[src/lir_pkg.sv]
// Shared constants for the linear interpolation resampler.
package lir_pkg;

  localparam int SAMPLE_WIDTH = 16;
  localparam int FRAC_BITS    = 16;
  localparam int MAX_UPSAMPLE = 32;
  localparam int STEP_W       = 24;

endpackage

[src/lir_seq.sv]
// Sequencer: phase accumulator, sample history and output register.
module lir_seq #(
  parameter int SW  = lir_pkg::SAMPLE_WIDTH,
  parameter int F   = lir_pkg::FRAC_BITS,
  parameter int MUP = lir_pkg::MAX_UPSAMPLE
) (
  input  logic                              clk,
  input  logic                              rst_n,
  input  logic        [lir_pkg::STEP_W-1:0] step,
  input  logic                              in_valid,
  output logic                              in_ready,
  input  logic signed [SW-1:0]              in_sample,
  input  logic                              in_end,
  output logic                              out_valid,
  input  logic                              out_ready,
  output logic signed [SW-1:0]              out_sample,
  output logic                              out_last,
  output logic                              out_eos,
  output logic                              lerp_load,
  output logic signed [SW-1:0]              lerp_a,
  output logic signed [SW-1:0]              lerp_b,
  output logic        [F-1:0]               lerp_frac,
  input  logic signed [SW-1:0]              lerp_result
);

  localparam int STEP_W  = lir_pkg::STEP_W;
  localparam int POS_W   = ((STEP_W > F + 1) ? STEP_W : F + 1) + 1;
  localparam int MAX_RES = 2 * MUP;
  localparam int CNT_W   = $clog2(MAX_RES + 1);
  localparam logic [POS_W-1:0]  UNITY    = POS_W'(64'd1 << F);
  localparam logic [POS_W-1:0]  TWO_U    = POS_W'(64'd2 << F);
  localparam logic [STEP_W-1:0] MIN_STEP = STEP_W'((64'd1 << F) / MUP);
  localparam logic [CNT_W-1:0]  CNT_MAX  = CNT_W'(MAX_RES);

  typedef enum logic [3:0] {
    S_IDLE  = 4'b0001,
    S_CHECK = 4'b0010,
    S_MUL   = 4'b0100,
    S_HOLD  = 4'b1000
  } state_t;

  state_t               state_r, state_nxt;
  logic [POS_W-1:0]     pos_r, pos_nxt;
  logic signed [SW-1:0] prev_r, prev_nxt;
  logic                 have_r, have_nxt;
  logic                 end_r, end_nxt;
  logic [CNT_W-1:0]     cnt_r, cnt_nxt;
  logic                 out_valid_r, out_valid_nxt;
  logic                 out_last_r, out_last_nxt;
  logic                 out_eos_r, out_eos_nxt;
  logic signed [SW-1:0] cur_r;
  logic signed [SW-1:0] out_sample_r;

  logic [STEP_W-1:0]    step_eff;
  logic [POS_W-1:0]     limit;
  logic                 more;
  logic                 accept;
  logic                 on_cur;

  assign step_eff  = (step < MIN_STEP) ? MIN_STEP : step;
  assign limit     = end_r ? TWO_U : UNITY;
  assign more      = (pos_r < limit) && (cnt_r < CNT_MAX);
  assign accept    = in_valid && in_ready;
  assign in_ready  = (state_r == S_IDLE);
  assign on_cur    = (pos_r >= UNITY);
  assign lerp_a    = on_cur ? cur_r : prev_r;
  assign lerp_b    = cur_r;
  assign lerp_frac = on_cur ? '0 : pos_r[F-1:0];

  assign out_valid  = out_valid_r;
  assign out_sample = out_sample_r;
  assign out_last   = out_last_r;
  assign out_eos    = out_eos_r;

  always_comb begin
    state_nxt     = state_r;
    pos_nxt       = pos_r;
    prev_nxt      = prev_r;
    have_nxt      = have_r;
    end_nxt       = end_r;
    cnt_nxt       = cnt_r;
    out_valid_nxt = out_valid_r;
    out_last_nxt  = out_last_r;
    out_eos_nxt   = out_eos_r;
    lerp_load     = 1'b0;
    unique case (state_r)
      S_IDLE: begin
        if (accept) begin
          end_nxt   = in_end;
          cnt_nxt   = '0;
          if (!have_r) begin
            prev_nxt = in_sample;
            pos_nxt  = UNITY;
          end
          state_nxt = S_CHECK;
        end
      end
      S_CHECK: begin
        if (more) begin
          lerp_load = 1'b1;
          pos_nxt   = pos_r + POS_W'(step_eff);
          cnt_nxt   = cnt_r + 1'b1;
          state_nxt = S_MUL;
        end else begin
          state_nxt = S_IDLE;
          if (end_r) begin
            prev_nxt = '0;
            pos_nxt  = '0;
            have_nxt = 1'b0;
          end else begin
            prev_nxt = cur_r;
            pos_nxt  = on_cur ? pos_r - UNITY : '0;
            have_nxt = 1'b1;
          end
        end
      end
      S_MUL: begin
        out_valid_nxt = 1'b1;
        out_last_nxt  = !more;
        out_eos_nxt   = !more && end_r;
        state_nxt     = S_HOLD;
      end
      S_HOLD: begin
        if (out_ready) begin
          out_valid_nxt = 1'b0;
          if (out_last_r) begin
            state_nxt = S_IDLE;
            if (end_r) begin
              prev_nxt = '0;
              pos_nxt  = '0;
              have_nxt = 1'b0;
            end else begin
              prev_nxt = cur_r;
              pos_nxt  = on_cur ? pos_r - UNITY : '0;
              have_nxt = 1'b1;
            end
          end else begin
            lerp_load = 1'b1;
            pos_nxt   = pos_r + POS_W'(step_eff);
            cnt_nxt   = cnt_r + 1'b1;
            state_nxt = S_MUL;
          end
        end
      end
      default: state_nxt = S_IDLE;
    endcase
  end

  always_ff @(posedge clk) begin
    if (!rst_n) begin
      state_r     <= S_IDLE;
      pos_r       <= '0;
      prev_r      <= '0;
      have_r      <= 1'b0;
      end_r       <= 1'b0;
      cnt_r       <= '0;
      out_valid_r <= 1'b0;
      out_last_r  <= 1'b0;
      out_eos_r   <= 1'b0;
    end else begin
      state_r     <= state_nxt;
      pos_r       <= pos_nxt;
      prev_r      <= prev_nxt;
      have_r      <= have_nxt;
      end_r       <= end_nxt;
      cnt_r       <= cnt_nxt;
      out_valid_r <= out_valid_nxt;
      out_last_r  <= out_last_nxt;
      out_eos_r   <= out_eos_nxt;
    end
  end

  always_ff @(posedge clk) begin
    if (accept) begin
      cur_r <= in_sample;
    end
    if (state_r == S_MUL) begin
      out_sample_r <= lerp_result;
    end
  end

  a_valid_in_hold: assert property (@(posedge clk) disable iff (!rst_n)
    out_valid_r |-> (state_r == S_HOLD))
    else $error("output valid outside hold state");

  a_no_accept_while_busy: assert property (@(posedge clk) disable iff (!rst_n)
    in_ready |-> !out_valid_r)
    else $error("input ready while a result is pending");

  a_eos_is_last: assert property (@(posedge clk) disable iff (!rst_n)
    (out_valid_r && out_eos_r) |-> out_last_r)
    else $error("end of stream without last");

  a_cnt_bound: assert property (@(posedge clk) disable iff (!rst_n)
    cnt_r <= CNT_MAX)
    else $error("result count overflow");

  a_accept_to_check: assert property (@(posedge clk) disable iff (!rst_n)
    accept |=> (state_r == S_CHECK))
    else $error("accepted transaction did not start a check");

endmodule

[config.mk]
export PLATFORM = sky130hd
export DESIGN_NAME = lir_seq
export DESIGN_NICKNAME = d
export VERILOG_FILES = /design/src/lir_pkg.sv /design/src/lir_seq.sv
export SDC_FILE = /design/constraint.sdc
export NUM_CORES = 1
export LEC_CHECK = 0
export ABC_CLOCK_PERIOD_IN_PS = 3590
export BUFFER_PORTS_ARGS = -buffer_cell sky130_fd_sc_hd__buf_2
export CAP_MARGIN = 0
export CORE_MARGIN = 2
export CORE_UTILIZATION = 50
export CTS_BUF_LIST = sky130_fd_sc_hd__clkbuf_4 sky130_fd_sc_hd__clkbuf_8
export DETAILED_ROUTE_END_ITERATION = 8
export PLACE_DENSITY = 0.82
export RECOVER_POWER = 100
export SLEW_MARGIN = 10
export SYNTH_ARGS = -nofsm -noshare
export SYNTH_HDL_FRONTEND = slang
export SYNTH_SLANG_ARGS = --single-unit
[constraint.sdc]
create_clock -name clk -period 3.59 [get_ports clk]
set_input_delay 0.718 -clock clk [delete_from_list [all_inputs] [get_ports clk]]
set_output_delay 0.718 -clock clk [all_outputs]
set_load 0.02 [all_outputs]
# [Word level (Yosys, flattened, before mapping)]
# Index checks and enable logic that the tools add are counted.
[word_totals] register_bits=89 in_bits=61 out_inout_bits=69 word_cells=83
[classes] add_sub_neg=3 n_lt_le_gt_ge=4 n_eq_ne=11 n_mux=40 n_reduce_logical=14
[ops] operator="$mux 25" count=7
[ops] operator="$mux 16" count=8
[ops] operator="$pmux 25 s3" count=1
[ops] operator="$pmux 16 s3" count=1
[ops] operator="$mux 7" count=4
[ops] operator="$add 25x24->25" count=1
[ops] operator="$ge 25x17->1 const B" count=1
[ops] operator="$lt 25x18->1" count=1
[ops] operator="$sub 25x17->25 const B" count=1
[ops] operator="$lt 24x12->1 const B" count=1
[ops] operator="$mux 24" count=1
[ops] operator="$pmux 7 s3" count=1
[ops] operator="$mux 18" count=1
[ops] operator="$pmux 4 s4" count=1
[ops] operator="$ne 2x2->1 const B" count=6
[ops] operator="$mux 1" count=8
[ops] operator="$mux 4" count=2
[ops] operator="$reduce_and 4->1" count=2
[ops] operator="$add 7x1->7 const B" count=1
[ops] operator="$lt 7x7->1 const B" count=1
[ops] operator="$mux 3" count=2
[ops] operator="$pmux 1 s2" count=3
[ops] operator="$reduce_and 2->1" count=3
[ops] operator="$reduce_and 6->1" count=1
[ops] operator="other kinds (10)" count=13

# [Longest topological paths before layout]
[depth] ltp_word=6 ltp_mapped=13 depth_no_buf=13

# [Least setup slack after synthesis]
# No wires, ideal clock.
[synth_path] kind="input to register" from="in step[17] (netlist bit)" to="reg pos_r[23]" setup_ns=0.076 arrival_time_ns=3.171 t_required_ns=3.514 setup_slack_ns=0.344 stages=13 path_buffers=2 cell_sequence="nor4_1 nand4_1 clkbuf_1 and2_1 ha_1 clkbuf_1 a21oi_1 nor2_1 nor3b_1 a211oi_1 o2111ai_1 mux2_2 o22ai_1"
[synth_via] elab_chain_cells=6 elab_cells_between_ends=7 classes_between="1 x add/sub; 1 x order compare; 5 x mux"
[synth_rtl] element="start: declaration" line_no="lir_seq.sv:9" rtl="input logic [lir_pkg::STEP_W-1:0] step,"
[synth_rtl] element="$lt 24x12->1" line_no="lir_seq.sv:60" rtl="assign step_eff = (step < MIN_STEP) ? MIN_STEP : step;"
[synth_rtl] element="$mux 24 *" line_no="lir_seq.sv:60"
[synth_rtl] element="$add 25x24->25 *" line_no="lir_seq.sv:101, lir_seq.sv:139"
[synth_rtl] element="$mux 25" line_no="lir_seq.sv:126" rtl="if (out_last_r) begin"
[synth_rtl] element="$mux 25" line_no="lir_seq.sv:124" rtl="if (out_ready) begin"
[synth_rtl] element="$pmux 25 s3 *" line_no="lir_seq.sv:86" rtl="unique case (state_r)"
[synth_rtl] element="end signal: assignment" line_no="lir_seq.sv:162" rtl="pos_r <= pos_nxt;"
[synth_rtl] element="end: declaration" line_no="lir_seq.sv:43" rtl="logic [POS_W-1:0] pos_r, pos_nxt;"
# Mark *: on every way between the ends. The rest lies on a longest branch, timed or not. The select of a mux whose other input is x is not followed.
# A chain may end at the register's enable or synchronous reset.

# [Final worst setup path]
[layout_path] from="in step[17] (netlist bit)" to="reg pos_r[18]"
# Same word-level chain as after synthesis.

==> metrics.csv <==
metric;value;unit
Post-Synthesis Cells;597;
dominant synthesized flop cell;dfxtp_1;
TritonCTS Buffers;9;
Initial Utilization;51.6;%
layout cells sized above 1;17.7;%
Reg2Reg Depth;8;
Layout Nets;803;
Overflow after GRT;0;
PostCTS Resize Cnt;0;
Reg2Reg Capture Point;pos_r[23];
register area share after synthesis;39.3;%
Yosys cell types;59;
commonest non-fill, non-tap cell in the layout;nor2_1;
TritonRoute pass-1 iters;5;
TritonCTS clock tree;built;
Post-synth EDFFs;32;
final hold viol count;0;
Boundary Pins;130;
final total power;2.34;mW
status;finished, final reports clean;
Syn Std Cell Area;5350;µm²
Finished Cell Area;6250;µm²
WP data arrival;3550;ps
Worst setup startpoint;step[17];
Final setup viols;0;
Clock Path Buffers;2;
Root Buffer;clkbuf_8;
dpl ws;-53.5;ps
post-synth net total;687;
Routed Antenna Nets;0;
FMAX;302;MHz
hold_buf cts;0;
core area;10400;µm²
ys async rst share;0;%
routed via count;4960;
# port buffers;129;
DP Wirelength;10.4;mm
cell leakage power;2.55;nW
max_cap viols;0;
Clock Sink Count;89;
Die Ht;107;µm
Synthesis Warnings;0;
post-synthesis area per instance;8.97;µm²
CP Launch Type;input pin;
CP Capture Type;flip-flop;
CP Class;input pin to flip-flop;
initial antenna violation count;1;
routability cong.;0.933;
Final period util;92.2;%
flop-to-flop setup slack;450;ps
commonest cells after routing, fill and taps aside;nor2_1 (63), clkbuf_1 (60), buf_2 (58);
DRC viols;0;
clock latency on the worst-skew pair;370;ps
width of the chip;107;µm
1st-iter DRT viols;249;
critical path required time;3830;ps
Cell Rows;37;
clk_skew;11.4;ps
Vias/cell;5.80;
Crit-path slowest cell;ha_1;
WL final;13.9;mm
Final Critical Period;3310;ps
P&R area growth vs syn;16.7;%
Max Slew Vio Count;0;
CP dominant cell by count;a21o_1;
GRT Total Usage;23.5;%
Setup TNS;0;ps
CP endpoint;pos_r[18];
Worst Path Max Fanout;12;
H-Tree Level Count;3;
wire length per cell;16.3;µm
Worst VDD drop;0.194;mV
Seq cells post-synth;89;
worst rel slew slack;19.4;%
global-route wire length before repair;21.9;mm
RSZ-0062 raised after global routing;no;
Fillers;955;
full die area;11500;µm²
largest net degree at the start of global routing;36;
Setup Fix Bufs, Post-CTS;0;
vias in the first global route;4549;
CTS clock-pin slew for the worst setup and hold paths;90;ps
min-delay worst type;flip-flop to flip-flop;
Worst-Margin Slew;1200;ps
placed cell areas;6140;µm²
Worst R2R Start;pos_r[20];
power density cells;375;nW/µm²
Worst path max stage delay;370;ps
crit path cell chain;buf_2, nor4_1, nand4_1, buf_4, and2_0, ha_1, a21o_1, a21o_1, a221oi_1, a21oi_1, a21boi_0, xor2_1, o22ai_2;
final setup margin;280;ps
[per-layer routing]
| metal | vias up | global-route usage [%] | part of all wire (%) |
|---|---|---|---|
| li1 | 2413 | - | - |
| met1 | 2281 | 31.3 | 45 |
| met2 | 232 | 37.9 | 45 |
| met3 | 34 | 4.84 | 8.5 |
| met4 | 0 | 8.42 | 2.1 |
| met5 | - | 0 | 0 |
[report_power, final]
| group | switching, mW | internal (mW) | total [mW] |
|---|---|---|---|
| Clock | 0.388 | 0.336 | 0.724 |
| Combinational | 0.302 | 0.192 | 0.494 |
| Sequential | 0.0329 | 1.09 | 1.12 |
| Total | 0.723 | 1.62 | 2.34 |
[state kept, by name (all words and copies together) (netlist names)]
register / count
cnt_r: 7
end_r: 1
have_r: 1
lerp_b: 16
out_eos: 1
out_last: 1
out_sample: 16
out_valid: 1
pos_r: 25
prev_r: 16
state_r: 4
[cell type report]
class	count	area [µm²]	area share, %
Antenna cell	1	2.50	0.0401
Timing Repair Buffer	144	668	10.7
Sequential cell	89	2100	33.7
Clock inverter	7	85.1	1.36
Inverter	17	63.8	1.02
Multi-Input combinational cell	452	3030	48.5
Clock buffer	9	124	1.98
Tap cell	136	170	2.72
[logic make-up after synthesis]
group	count (synthesis)	share of synthesized area [%]
compound gates	164	19.9
xor+xnor	26	4.25
fa+ha+maj	29	6.92
buf+inv	56	3.97
flops	89	39.3
mux	23	4.75
simple gates	210	21.0
[per-stage QoR]
step                      utilization [%]  instances  hold WS (ps)
after floorplan                         -        597           457
after global placement               59.2        838           457
after detailed placement             59.2        838           458
after CTS                            61.2        854           471
after global routing                 60.2        854           498
final                                60.2        855           479
[Yosys cell counts (2+ instances only)]
cell       number  area, µm²
xnor2_1        13        114
xor2_1         13        114
or3_1           2       12.5
a211oi_1       20        150
mux2_2         19        214
a32oi_1         3       26.3
nor3b_1        18        135
nand2b_1        8       50.1
ha_1           28        350
edfxtp_1       32        961
clkbuf_1       37        139
o21a_1          4       30.0
a211o_1         4       35.0
and2_1         29        181
nor2_1         64        240
o21ai_1        10       50.1
o21bai_1        6       45.0
a22oi_1        13       97.6
a31oi_1         4       25.0
and3_1          4       25.0
a221oi_1        3       26.3
a21oi_1        51        255
nor4_1          8       50.1
nand2_1        33        124
nor4b_1         3       26.3
o21ai_0        14       70.1
nand3_1        15       75.1
nor3_1          7       35.0
inv_1          16       60.1
buf_2           2       10.0
o2111ai_1       2       17.5
nor2b_1         5       31.3
nand4_1         4       25.0
dfxtp_1        57       1140
o22ai_1         7       43.8
mux2i_1         4       40.0
a21o_1         13       97.6
[how the worst min path moves through the flow]
stage	from	cells past startpoint	slack, ps	endpoint
6_report	out_eos	2	480	out_eos
5_1_grt	lerp_result[15]	1	500	out_sample[15]
4_1_cts	out_eos	2	470	out_eos
3_5_place_dp	out_eos	2	460	out_eos
3_3_place_gp	out_eos	2	460	out_eos
2_1_floorplan	pos_r[14]	2	460	pos_r[14]
[worst max-delay path, delay by kind of cell]
kind                     cells  cell delay, ps
AO/OA/AOI/OAI                6            1280
adder cells (fa/ha/maj)      1             370
XOR/XNOR                     1             240
buffers and inverters        2             310
AND/OR/NAND/NOR              3             630
No activity file was read; power rests on OpenSTA's default activity.
